[config.mk]
export PLATFORM = sky130hd
export DESIGN_NAME = lbs_ctrl
export DESIGN_NICKNAME = d
export VERILOG_FILES = /design/src/sv/linear_blend_skinning_top_assert.svh /design/src/sv/lbs_pkg.sv /design/src/sv/lbs_ctrl.sv
export SDC_FILE = /design/constraint.sdc
export NUM_CORES = 1
export LEC_CHECK = 0
export ABC_AREA = 1
export BUFFER_PORTS_ARGS = -buffer_cell sky130_fd_sc_hd__buf_2
export CAP_MARGIN = 25
export CORE_AREA = 3 3 40 42
export DETAILED_ROUTE_END_ITERATION = 10
export DIE_AREA = 0 0 43 45
export HOLD_SLACK_MARGIN = 0.08
export PLACE_DENSITY_LB_ADDON = 0.15
export RECOVER_POWER = 100
export SYNTH_ARGS = -nofsm -noshare
export SYNTH_HDL_FRONTEND = slang
export SYNTH_SLANG_ARGS = --single-unit
[constraint.sdc]
create_clock -name i_clk -period 1 [get_ports i_clk]
set_input_delay 0.2 -clock i_clk [delete_from_list [all_inputs] [get_ports i_clk]]
set_output_delay 0.2 -clock i_clk [all_outputs]
set_load 0.05 [all_outputs]
[src/sv/linear_blend_skinning_top_assert.svh]
// Assertion macros for the skinning block.
`ifndef LINEAR_BLEND_SKINNING_TOP_ASSERT_SVH
`define LINEAR_BLEND_SKINNING_TOP_ASSERT_SVH
`ifndef SYNTHESIS
`define LBS_ASSERT_IMPL(label, clk, rst_n, ante, cons) \
    label: assert property (@(posedge clk) disable iff (!rst_n) (ante) |-> (cons)) \
        else $error("assertion failed");
`define LBS_ASSERT_NEXT(label, clk, rst_n, ante, cons) \
    label: assert property (@(posedge clk) disable iff (!rst_n) (ante) |=> (cons)) \
        else $error("assertion failed");
`else
`define LBS_ASSERT_IMPL(label, clk, rst_n, ante, cons)
`define LBS_ASSERT_NEXT(label, clk, rst_n, ante, cons)
`endif
`endif

[src/sv/lbs_pkg.sv]
`default_nettype none
package lbs_pkg;
    localparam int MaxBones   = 64;
    localparam int ValueWidth = 32;
    localparam int BoneW      = $clog2(MaxBones);
    localparam int AddrW      = BoneW + 2;

    typedef enum logic [1:0] {
        K_LOAD = 2'd0, K_INFL = 2'd1, K_PASS = 2'd2, K_NONE = 2'd3
    } t_kind;

    typedef enum logic [2:0] {
        S_IDLE, S_READ, S_DOT, S_ACC, S_OUT
    } t_state;

    typedef struct packed {
        logic       load;      // capture input item
        logic       rd;        // read palette row
        logic       dot;       // dot product stage
        logic       acc;       // weight and accumulate row term
        logic       emit_sum;  // move sum to output
        logic       emit_vec;  // move vector to output
        logic       clr;       // clear sums
        logic [1:0] row;
    } t_cmd;

    function automatic logic signed [63:0] floor16(input logic signed [95:0] x);
        floor16 = 64'(x >>> 16);
    endfunction

    function automatic logic signed [31:0] sat32(input logic signed [63:0] x);
        logic signed [63:0] hi;
        logic signed [63:0] lo;
        hi = (64'sd1 <<< (ValueWidth - 1)) - 64'sd1;
        lo = -hi - 64'sd1;
        if (x > hi) sat32 = 32'(hi);
        else if (x < lo) sat32 = 32'(lo);
        else sat32 = 32'(x);
    endfunction
endpackage
`default_nettype wire

[src/sv/lbs_ctrl.sv]
`default_nettype none
module lbs_ctrl (
    input  wire logic        i_clk,
    input  wire logic        i_rst_n,
    input  wire logic        i_valid,
    output logic             o_ready,
    input  wire logic [1:0]  i_kind,
    input  wire logic        i_last,
    input  wire logic        i_out_busy,
    output lbs_pkg::t_cmd    o_cmd
);
    lbs_pkg::t_state r_state, n_state;
    logic [1:0] r_row, n_row;
    logic r_last, n_last;

    always_ff @(posedge i_clk) begin
        if (!i_rst_n) begin
            r_state <= lbs_pkg::S_IDLE;
            r_row   <= '0;
            r_last  <= 1'b0;
        end else begin
            r_state <= n_state;
            r_row   <= n_row;
            r_last  <= n_last;
        end
    end

    always_comb begin
        n_state = r_state;
        n_row   = r_row;
        n_last  = r_last;
        o_ready = 1'b0;
        o_cmd   = '0;
        o_cmd.row = r_row;
        case (r_state)
            lbs_pkg::S_IDLE: begin
                o_ready = 1'b1;
                if (i_valid) begin
                    o_cmd.load = 1'b1;
                    n_last = 1'b0;
                    n_row  = '0;
                    case (lbs_pkg::t_kind'(i_kind))
                        lbs_pkg::K_INFL: begin
                            n_last  = i_last;
                            n_state = lbs_pkg::S_READ;
                        end
                        lbs_pkg::K_PASS: n_state = lbs_pkg::S_OUT;
                        default:         n_state = lbs_pkg::S_IDLE;
                    endcase
                end
            end
            lbs_pkg::S_READ: begin
                o_cmd.rd = 1'b1;
                n_state  = lbs_pkg::S_DOT;
            end
            lbs_pkg::S_DOT: begin
                o_cmd.dot = 1'b1;
                n_state   = lbs_pkg::S_ACC;
            end
            lbs_pkg::S_ACC: begin
                o_cmd.acc = 1'b1;
                n_row = r_row + 2'd1;
                if (r_row == 2'd3) begin
                    n_state = r_last ? lbs_pkg::S_OUT : lbs_pkg::S_IDLE;
                end else begin
                    n_state = lbs_pkg::S_READ;
                end
            end
            lbs_pkg::S_OUT: begin
                if (!i_out_busy) begin
                    o_cmd.emit_sum = r_last;
                    o_cmd.emit_vec = !r_last;
                    o_cmd.clr      = r_last;
                    n_last  = 1'b0;
                    n_state = lbs_pkg::S_IDLE;
                end
            end
            default: n_state = lbs_pkg::S_IDLE;
        endcase
    end
endmodule
`default_nettype wire

# Yosys cells after proc, flatten, opt, wreduce, memory -nomap -nowiden
# Cells that the tools add are included.
dict set report word_totals {
  ff_bits 6
  latchBits 0
  ramBits 0
  mem_bits_ro 0
  in_bits 7
  output_inout_bits 10
  elab_cells 40
  memories 0
}
dict set report op_classes {
  addsub 1
  mul 0
  div 0
  n_lt_le_gt_ge 0
  n_eq_ne 9
  shift 0
  muxes 20
  bitwise_logic 0
  n_reduce_logical 7
}
# op count
set op_table {}
lappend op_table {{3-bit 2-to-1 mux} 6}
lappend op_table {{3-bit case mux with 5 select lines} 1}
lappend op_table {{1-bit 2-to-1 mux} 9}
lappend op_table {{3-bit by 2-bit equality test with 1-bit output (second input constant)} 2}
lappend op_table {{3-bit case mux with 2 select lines} 1}
lappend op_table {{2-bit equality test (second input constant)} 2}
lappend op_table {{2-bit inequality test (second input constant)} 2}
lappend op_table {{2-bit case mux with 2 select lines} 1}
lappend op_table {{2-bit AND reduction} 2}
lappend op_table {{2-bit nonzero test} 2}
lappend op_table {{3-bit by 1-bit equality test with 1-bit output (second input constant)} 1}
lappend op_table {{3-bit equality test (second input constant)} 1}
lappend op_table {{3-bit zero test} 1}
lappend op_table {{3-bit AND reduction} 1}
lappend op_table {{2-bit by 1-bit adder with 2-bit output (second input constant)} 1}
lappend op_table {{2-bit by 1-bit equality test with 1-bit output (second input constant)} 1}
lappend op_table {{2-bit 2-to-1 mux} 1}
lappend op_table {{1-bit case mux with 2 select lines} 1}
lappend op_table {{1-bit zero test} 1}

# Depth between registers and ports, before layout
# Gate-level depths: netlist of the first run.
dict set report depth {
  depth_word 4
  mapped_depth 8
  ltp_nobuf 8
}

# Worst setup path before layout of the first run
# No wires, ideal clock.
dict set report synth_timing {
  kind {flip-flop to output port}
  start {register r_state[0]}
  end {output o_cmd[4] (netlist name)}
  t_arrival_ps 1671
  required_time_ps 800
  setup_slack_ps -871
  path_stages_with_launch 7
  n_path_buf 1
  path_cell_list {dfxtp_1 -> nor2_1 -> nand2_2 -> inv_2 -> nand2_2 -> nor2_1 -> buf_4}
}
# element line
set synth_lines {}
lappend synth_lines {{from (decl)} lbs_ctrl.sv:12} ;# lbs_pkg::t_state r_state, n_state;
lappend synth_lines {{from (signal assigned)} lbs_ctrl.sv:18} ;# r_state <= lbs_pkg::S_IDLE;
lappend synth_lines {{from (signal assigned)} lbs_ctrl.sv:22} ;# r_state <= n_state;
lappend synth_lines {{to (decl)} lbs_ctrl.sv:10} ;# output lbs_pkg::t_cmd o_cmd

==> results of run 1 <==
==> metal layers <==
layer / routed length (um) / up-vias / global-route usage (%)
met4: 38 / 0 / 10.8
li1: - / 269 / -
met1: 475 / 219 / 15.7
met5: 0 / - / 0
met3: 73 / 4 / 2.39
met2: 614 / 13 / 21.6
==> final timing paths <==
| path | from | end | slack, ns | depth (start not counted) |
|---|---|---|---|---|
| max | r_state[0]$_SDFFE_PN0P_ | o_cmd[4] | -0.37 | 6 |
| min reg2reg | r_row[0]$_SDFFE_PN0P_ | r_row[0]$_SDFFE_PN0P_ | 0.52 | 2 |
| min | i_rst_n | r_last$_SDFFE_PN0P_ | 0.21 | 3 |
| max reg2reg | r_state[1]$_SDFFE_PN0P_ | r_state[0]$_SDFFE_PN0P_ | -0.20 | 10 |
==> cell families after synthesis <==
group / count (synthesis) / share of synthesized area (%)
adder cells (fa/ha/maj): 1 / 3.02
buffers and inverters: 19 / 18.1
flip-flops: 6 / 29.0
AND/OR/NAND/NOR: 35 / 41.7
AO/OA/AOI/OAI: 6 / 8.16
==> worst register-to-register path: cells and delay by family (launching register included) <==
kind / cells / cell delay, ns
buf+inv: 4 / 0.33
flops: 1 / 0.36
simple gates: 6 / 0.41
==> sequential cells by signal (all words and copies together), names as in the netlist <==
name and count:
r_state 3, r_row 2, r_last 1
==> metrics by stage <==
| stage | setup TNS (ns) | area [um^2] |
|---|---|---|
| after global placement | -1.31 | 604 |
| after floorplan | -2.28 | 449 |
| final | -3.21 | 892 |
| after global routing | -4.16 | 892 |
| after CTS | -2.83 | 782 |
| after detailed placement | -1.36 | 604 |
==> area by class of cell <==
cell class | instances | area, um^2 | area share (%)
multi-input cells | 42 | 327 | 36.6
repair buffers | 32 | 315 | 35.3
flip-flops and latches | 6 | 131 | 14.7
inverters | 18 | 77.6 | 8.70
clock buffers | 3 | 22.5 | 2.52
well taps | 15 | 18.8 | 2.10
==> placed cells by master, fill, tap and decap left out <==
cell         n
buf_4       10
inv_1        9
buf_6        8
buf_8        8
nand2_2      7
nand2_4      6
inv_2        6
nand2_1      6
buf_2        6
nor2_2       5
nor2_4       4
a21oi_1      3
nand3_2      3
clkbuf_4     3
dfxtp_2      3
clkinvlp_4   2
o21ai_0      2
dfxtp_4      2
inv_4        1
nand3_4      1
nand4_1      1
nor2_1       1
nand3_1      1
a21oi_4      1
ha_1         1
dfxtp_1      1
==> synthesized netlist by cell type <==
cell	number	area share, %
nand2_1	14	13
inv_1	13	12
dfxtp_1	6	29
nor2_1	6	5.4
nand3_1	5	6.0
inv_2	4	3.6
nand2_2	4	6.0
a21oi_1	3	3.6
nor2_2	3	4.5
o21ai_0	2	2.4
a21oi_2	1	2.1
buf_4	1	1.8
clkinv_1	1	0.91
ha_1	1	3.0
nand2_4	1	2.7
nand4_1	1	1.5
nor2_4	1	2.7
==> timing repair <==
item	CTS	global route
setup endpoints to repair	15	16
gates resized for setup	37	25
setup buffers	5	3
pin swaps	7	6
==> report_power, final <==
group | internal, mW | switching (mW)
Sequential | 0.251 | 0.0166
Clock | 0.136 | 0.0859
Combinational | 0.178 | 0.219
Total | 0.565 | 0.322
==> flow_summary.json, run 1 <==
{
  "crit_chain": "nor2_4, nand2_2, inv_2, nand2_4, nor2_4, buf_8",
  "synth_seq_cells": 6,
  "cp.required_ns": 0.80,
  "start_kind": "flop",
  "leakage_nw": 0.458,
  "initial_core_util_pct": 32.2,
  "grt_overflow": 0,
  "place.gp.congestion": 0.657,
  "cts_root_buf": "clkbuf_4",
  "syn_nets": 75,
  "grt_first_pass_wirelength_um": 1900,
  "clk_latency_ns": 0.25,
  "finalNonFillerCells": 116,
  "core_area_mm2": 0.00128,
  "setup-violations-final": 15,
  "diodes": 0,
  "finalMaxSlewViolations": 0,
  "place_inst": 106,
  "grt_setup_unrepaired": "yes",
  "synth.avg_cell_area_um2": 6.18,
  "cts_made_buffers": 3,
  "post-route-min-period_ns": 1.37,
  "syn_inst": 67,
  "vias": 505,
  "area_growth_pct": 115,
  "antenna_found_initial": 0,
  "slew_headroom_pct": 85.2,
  "fp-row-count": 13,
  "worst-setup-path-type": "flop to output pin",
  "drive_gt1_share_pct": 75.2,
  "ys_warn_count": 0,
  "outcome": "finished, violations left",
  "avgRoutedWirePerCell_um": 10.4,
  "fillers": 106,
  "cp_slowest_cell": "dfxtp_2",
  "cp-end-kind": "output pin",
  "grt_max_degree": 6,
  "worstPathArrival_ns": 1.17,
  "timing.critical_path.buf_inv": 2,
  "io_pins": 17,
  "period_share_pct": 137,
  "nets": 111,
  "cts_buffer_depth": 2,
  "max-vdd-ir-drop_mv": 0.870,
  "die_w_um": 43,
  "violations": "setup timing",
  "ys_seq_area_share_pct": 29.0,
  "fmax_mhz": 730,
  "ys_types": 17,
  "die_y_um": 45,
  "dp_hpwl_um": 779,
  "clock-sinks": 6,
  "cts_tree": "done",
  "hold_ws_ns": 0.210,
  "drt-pass1-iter-count": 4,
  "port_buffers": 16,
  "cts_hold_buffers": 0,
  "drv_cap": 0,
  "drc": 0,
  "drt_wl_total_um": 1200,
  "max_stage_delay_ns": 0.34,
  "power_uw": 886,
  "netlist_area_um2": 414,
  "track_usage_pct": 13.4,
  "cpLargestDelayFamily": "simple AND/OR/NAND/NOR gates",
  "fin_skew_ns": 0.00642,
  "ant_nets": 0,
  "grt_pass1_vias": 477,
  "viasPerCell": 4.35,
  "fin_util_pct": 69.4,
  "worst_slew_pin_slew_ns": 0.220,
  "cts_max_level": 1,
  "drt_iter0_markers": 2,
  "crit_fanout": 3,
  "hp-class": "input pin to flop",
  "worst_slack_ns": -0.371,
  "power_density_mw_per_mm2": 994,
  "hold_viol_final": 0,
  "path_clk_slew_ns": 0.05,
  "dpl_worst_slack_ns": -0.205,
  "crit_path_frequent_cell": "nor2_4",
  "dieArea_mm2": 0.00194
}
Note: power is estimated with default switching activity, not from simulation.
==> run 2: changes to the inputs <==
Settings changed: CORE_AREA 3 3 40 42 to 2 2 39 41, DIE_AREA 0 0 43 45 to 0 0 41 43.
==> flow_summary.json, run 2 (synthesis gave the netlist of run 1 again) <==
{
  "grt_first_pass_wirelength_um": 1610,
  "r2r_cells": 9,
  "cts_root_buf": "clkbuf_4",
  "finalMaxSlewViolations": 0,
  "core_area_mm2": 0.00138,
  "final_common_cell": "nand2_1",
  "hold_depth": 3,
  "outcome": "finished, violations left",
  "max-vdd-ir-drop_mv": 0.585,
  "setup-violations-final": 15,
  "violations": "setup timing",
  "routed.top_layer": "met3",
  "top_regs": "r_state x3, r_row x2, r_last x1",
  "worstPathArrival_ns": 1.14,
  "drv_cap": 0,
  "drt-pass1-iter-count": 4,
  "nets": 110,
  "antenna_found_initial": 0,
  "diodes": 0,
  "worst-setup-path-type": "flop to output pin",
  "clock-sinks": 6,
  "hold-path-endpoint": "r_row[0]$_SDFFE_PN0P_",
  "power_density_mw_per_mm2": 1020,
  "grt_max_degree": 6,
  "multi_input_area_um2": 264,
  "cp-end-kind": "output pin",
  "cts_buffer_depth": 2,
  "drc": 0,
  "worst_slack_ns": -0.339,
  "final_cell_mix": "12 x nand2_1, 11 x buf_4, 10 x buf_6",
  "area_growth_pct": 92.7,
  "finalNonFillerCells": 116,
  "dieArea_mm2": 0.00176,
  "fin_skew_ns": 0.00243,
  "regMostFlops": "r_state",
  "post-route-min-period_ns": 1.34,
  "cts_tree": "done",
  "fp-row-count": 14,
  "slew_headroom_pct": 90.6,
  "path_clk_slew_ns": 0.04,
  "setup_tns_ns": -2.78,
  "io_pins": 17,
  "place.gp.congestion": 0.654,
  "die_w_um": 41,
  "period_share_pct": 134,
  "vias": 494,
  "rr_endpoint": "r_last$_SDFFE_PN0P_",
  "cp.required_ns": 0.80,
  "max_stage_delay_ns": 0.33,
  "drt_wl_total_um": 988,
  "seq_area_um2": 131,
  "worst_slew_pin_slew_ns": 0.139,
  "cts_made_buffers": 3,
  "ant_nets": 0,
  "fmax_mhz": 747,
  "drt_iter0_markers": 4,
  "grt_setup_unrepaired": "yes",
  "track_usage_pct": 13.5,
  "die_y_um": 43,
  "clk_latency_ns": 0.24,
  "crit_path_frequent_cell": "nor2_4",
  "hold_viol_final": 0,
  "hp-class": "input pin to flop",
  "met1_length_um": 424,
  "fin_util_pct": 57.7,
  "port_buffers": 16,
  "initial_core_util_pct": 29.9,
  "crit_chain": "nor2_4, nand2_2, inv_2, nand2_4, nor2_4, buf_6",
  "start_kind": "flop",
  "regToRegSetupSlack_ns": -0.11,
  "dp_hpwl_um": 788,
  "viasPerCell": 4.26,
  "cts_max_level": 1,
  "drive_gt1_share_pct": 66.0,
  "hold_ws_ns": 0.214,
  "dr_wl_met3_um": 67,
  "place_inst": 108,
  "leakage_nw": 0.411,
  "wl_met2_um": 497,
  "cp_slowest_cell": "dfxtp_2",
  "crit_fanout": 3,
  "critPathLaunch": "r_state[1]$_SDFFE_PN0P_",
  "avgRoutedWirePerCell_um": 8.52,
  "largest_reg_flops": 3,
  "grt_pass1_vias": 427,
  "min_from": "i_rst_n",
  "fillers": 135,
  "r2r-start": "r_state[1]$_SDFFE_PN0P_",
  "grt_overflow": 0
}
-- run 2: changes by cell type in the layout (fill, tap and decap cells not counted), moves of 2 or more --
cell / previous run / this run
buf_6: 8 / 10
buf_8: 8 / 4
nand2_1: 6 / 12
nand2_2: 7 / 5
nand2_4: 6 / 2
nand3_1: 1 / 3
-- run 2: stage by stage --
stage	cell area, um^2	setup slack [ns]	power, mW
2_1_floorplan	449	-0.346	0.454
3_3_place_gp	613	-0.194	0.532
3_5_place_dp	613	-0.209	0.534
4_1_cts	777	-0.354	0.808
5_1_grt	798	-0.413	0.867
6_report	798	-0.339	0.811
-- run 2: repair_timing --
| item | in CTS | in global routing |
|---|---|---|
| hold buffers | 0 | 0 |
| setup buffers | 4 | 2 |
| gates resized for setup | 37 | 3 |
| endpoints found under the setup margin | 15 | 16 |
| pin swaps | 7 | 4 |
-- run 2: metal layers --
layer  up-vias  GRT usage, %
li1        267             -
met1       215          17.4
met2        12          20.3
met3         0          1.57
met4         0          8.00
met5         -             0
-- run 2: report_power, final --
| group | internal (mW) | switching [mW] |
|---|---|---|
| sequential | 0.251 | 0.0167 |
| clock | 0.135 | 0.0786 |
| combinational | 0.145 | 0.184 |
| total | 0.532 | 0.279 |
-- run 2: area by class of cell --
class / count / area share, %
tap: 16 / 2.51
timing repair buffer: 31 / 35.7
inverter: 18 / 9.40
multi-input combinational: 42 / 33.1
sequential: 6 / 16.5
clock buffer: 3 / 2.82
-- run 2: worst max path at each step --
stage                          end  slack, ns
final                     o_cmd[2]      -0.34
after global placement    o_cmd[2]      -0.19
after CTS                 o_cmd[2]      -0.35
after floorplan           o_cmd[4]      -0.35
after detailed placement  o_cmd[4]      -0.21
after global routing      o_cmd[3]      -0.41
-- run 2: worst max-delay path: cells and delay by family, from the launching register on --
family | cells | cell delay [ns]
buffers and inverters | 2 | 0.23
DFF | 1 | 0.33
and+or+nand+nor | 4 | 0.33
==> run 3: changes to the inputs <==
Clock period 1 ns to 1.6 ns, I/O delays scaled along.
==> flow_summary.json, run 3 (synthesis gave the netlist of run 1 again) <==
{
  "leakage_nw": 0.320,
  "cts_tree": "done",
  "slew_headroom_pct": 60.7,
  "worst_slack_ns": 0.0991,
  "final_common_cell": "nand2_1",
  "cp-end-kind": "output pin",
  "start_kind": "flop",
  "core_area_mm2": 0.00138,
  "fin_util_pct": 40.6,
  "cts_made_buffers": 3,
  "diodes": 0,
  "die_w_um": 41,
  "path_clk_slew_ns": 0.05,
  "fin_skew_ns": 0.00422,
  "dpl_worst_slack_ns": 0.218,
  "final_cell_mix": "14 x nand2_1, 13 x inv_1, 8 x buf_2",
  "timing.critical_path.buf_inv": 2,
  "max_stage_delay_ns": 0.33,
  "power_density_mw_per_mm2": 786,
  "cts_buffer_depth": 2,
  "clock-sinks": 6,
  "finalNonFillerCells": 101,
  "grt_setup_unrepaired": "no",
  "hold_ws_ns": 0.342,
  "dp_hpwl_um": 681,
  "finalInstanceArea_um2": 562,
  "track_usage_pct": 12.0,
  "regMostFlops": "r_state",
  "avgRoutedWirePerCell_um": 8.12,
  "setup_tns_ns": 0,
  "post_cts_buffers": 0,
  "hp-class": "input pin to flop",
  "cts_hold_buffers": 0,
  "place.gp.congestion": 0.642,
  "worst-setup-path-type": "flop to output pin",
  "vias": 425,
  "io_pins": 17,
  "cp_slowest_cell": "dfxtp_2",
  "post-route-min-period_ns": 1.50,
  "power_uw": 442,
  "grt_first_pass_wirelength_um": 1380,
  "drt_iter0_markers": 3,
  "clk_latency_ns": 0.24,
  "period_share_pct": 93.8,
  "cp.required_ns": 1.28,
  "largest_reg_flops": 3,
  "drive_gt1_share_pct": 42.4,
  "outcome": "completed",
  "ant_nets": 0,
  "nets": 95,
  "grt_pass1_vias": 352,
  "initial_core_util_pct": 29.9,
  "cts_root_buf": "clkbuf_4",
  "finalMaxSlewViolations": 0,
  "drt_wl_total_um": 820,
  "port_buffers": 16,
  "cts_max_level": 1,
  "die_y_um": 43,
  "worstPathArrival_ns": 1.18,
  "crit_chain": "nor2_4, nand2_2, inv_2, nand2_2, nor2_4, buf_6",
  "cpLargestDelayFamily": "simple AND/OR/NAND/NOR gates",
  "antenna_found_initial": 0,
  "fmax_mhz": 666,
  "drt-pass1-iter-count": 3,
  "max-vdd-ir-drop_mv": 0.385,
  "placed_cell_area_um2": 517,
  "viasPerCell": 4.21,
  "area_growth_pct": 35.6,
  "worst_slew_pin_slew_ns": 0.592,
  "fp-row-count": 14,
  "drv_cap": 0,
  "setup-violations-final": 0,
  "drc": 0,
  "place_inst": 98,
  "grt_max_degree": 6,
  "grt_overflow": 0,
  "top_regs": "r_state x3, r_row x2, r_last x1",
  "crit_fanout": 4,
  "hold_viol_final": 0,
  "dieArea_mm2": 0.00176
}
## run 3: worst register-to-register path: stages, from the launching register on
cell and delay [ns]:
dfxtp_1 0.32, ha_1 0.22, nand2_1 0.07, inv_1 0.03, nand2_1 0.05, nand2_1 0.05, a21oi_1 0.16, nor2_2 0.04
## run 3: per-layer routing
layer  GRT usage, %  share of wire [%]  vias to the layer above
li1               -                  -                      236
met2           14.7                 47                        9
met3           3.14                7.3                        2
met5              0                  0                        -
met1           16.5                 45                      178
met4           10.0               0.98                        0
## run 3: layout make-up
| cell class | instances | area, um^2 |
|---|---|---|
| Tap cell | 16 | 20.0 |
| Timing Repair Buffer | 16 | 95.1 |
| Multi-Input combinational cell | 42 | 233 |
| Sequential cell | 6 | 124 |
| Fill cell | 158 | 822 |
| Inverter | 18 | 67.6 |
| Clock buffer | 3 | 22.5 |
## run 3: final timing paths
kind	startpoint	end	slack [ns]	cells past startpoint
worst max-delay path	r_state[1]$_SDFFE_PN0P_	o_cmd[2]	0.1	6
worst min-delay path	i_rst_n	r_last$_SDFFE_PN0P_	0.34	3
worst max register to register	r_row[0]$_SDFFE_PN0P_	r_state[2]$_SDFFE_PN0P_	0.54	7
worst min register to register	r_row[0]$_SDFFE_PN0P_	r_row[0]$_SDFFE_PN0P_	0.48	1
## run 3: where the power goes
| part | switching [mW] | leakage, nW | total [mW] | internal [mW] |
|---|---|---|---|---|
| clock network | 0.0503 | 0.0138 | 0.135 | 0.0846 |
| registers | 0.00969 | 0.0501 | 0.168 | 0.159 |
| logic | 0.0958 | 0.257 | 0.139 | 0.0427 |
## run 3: repair_timing
item                                    in CTS  in global routing
resized for setup                            1                 15
endpoints found under the setup margin       3                  4
endpoints found under the hold margin        0                  0
pin swaps                                    0                  2
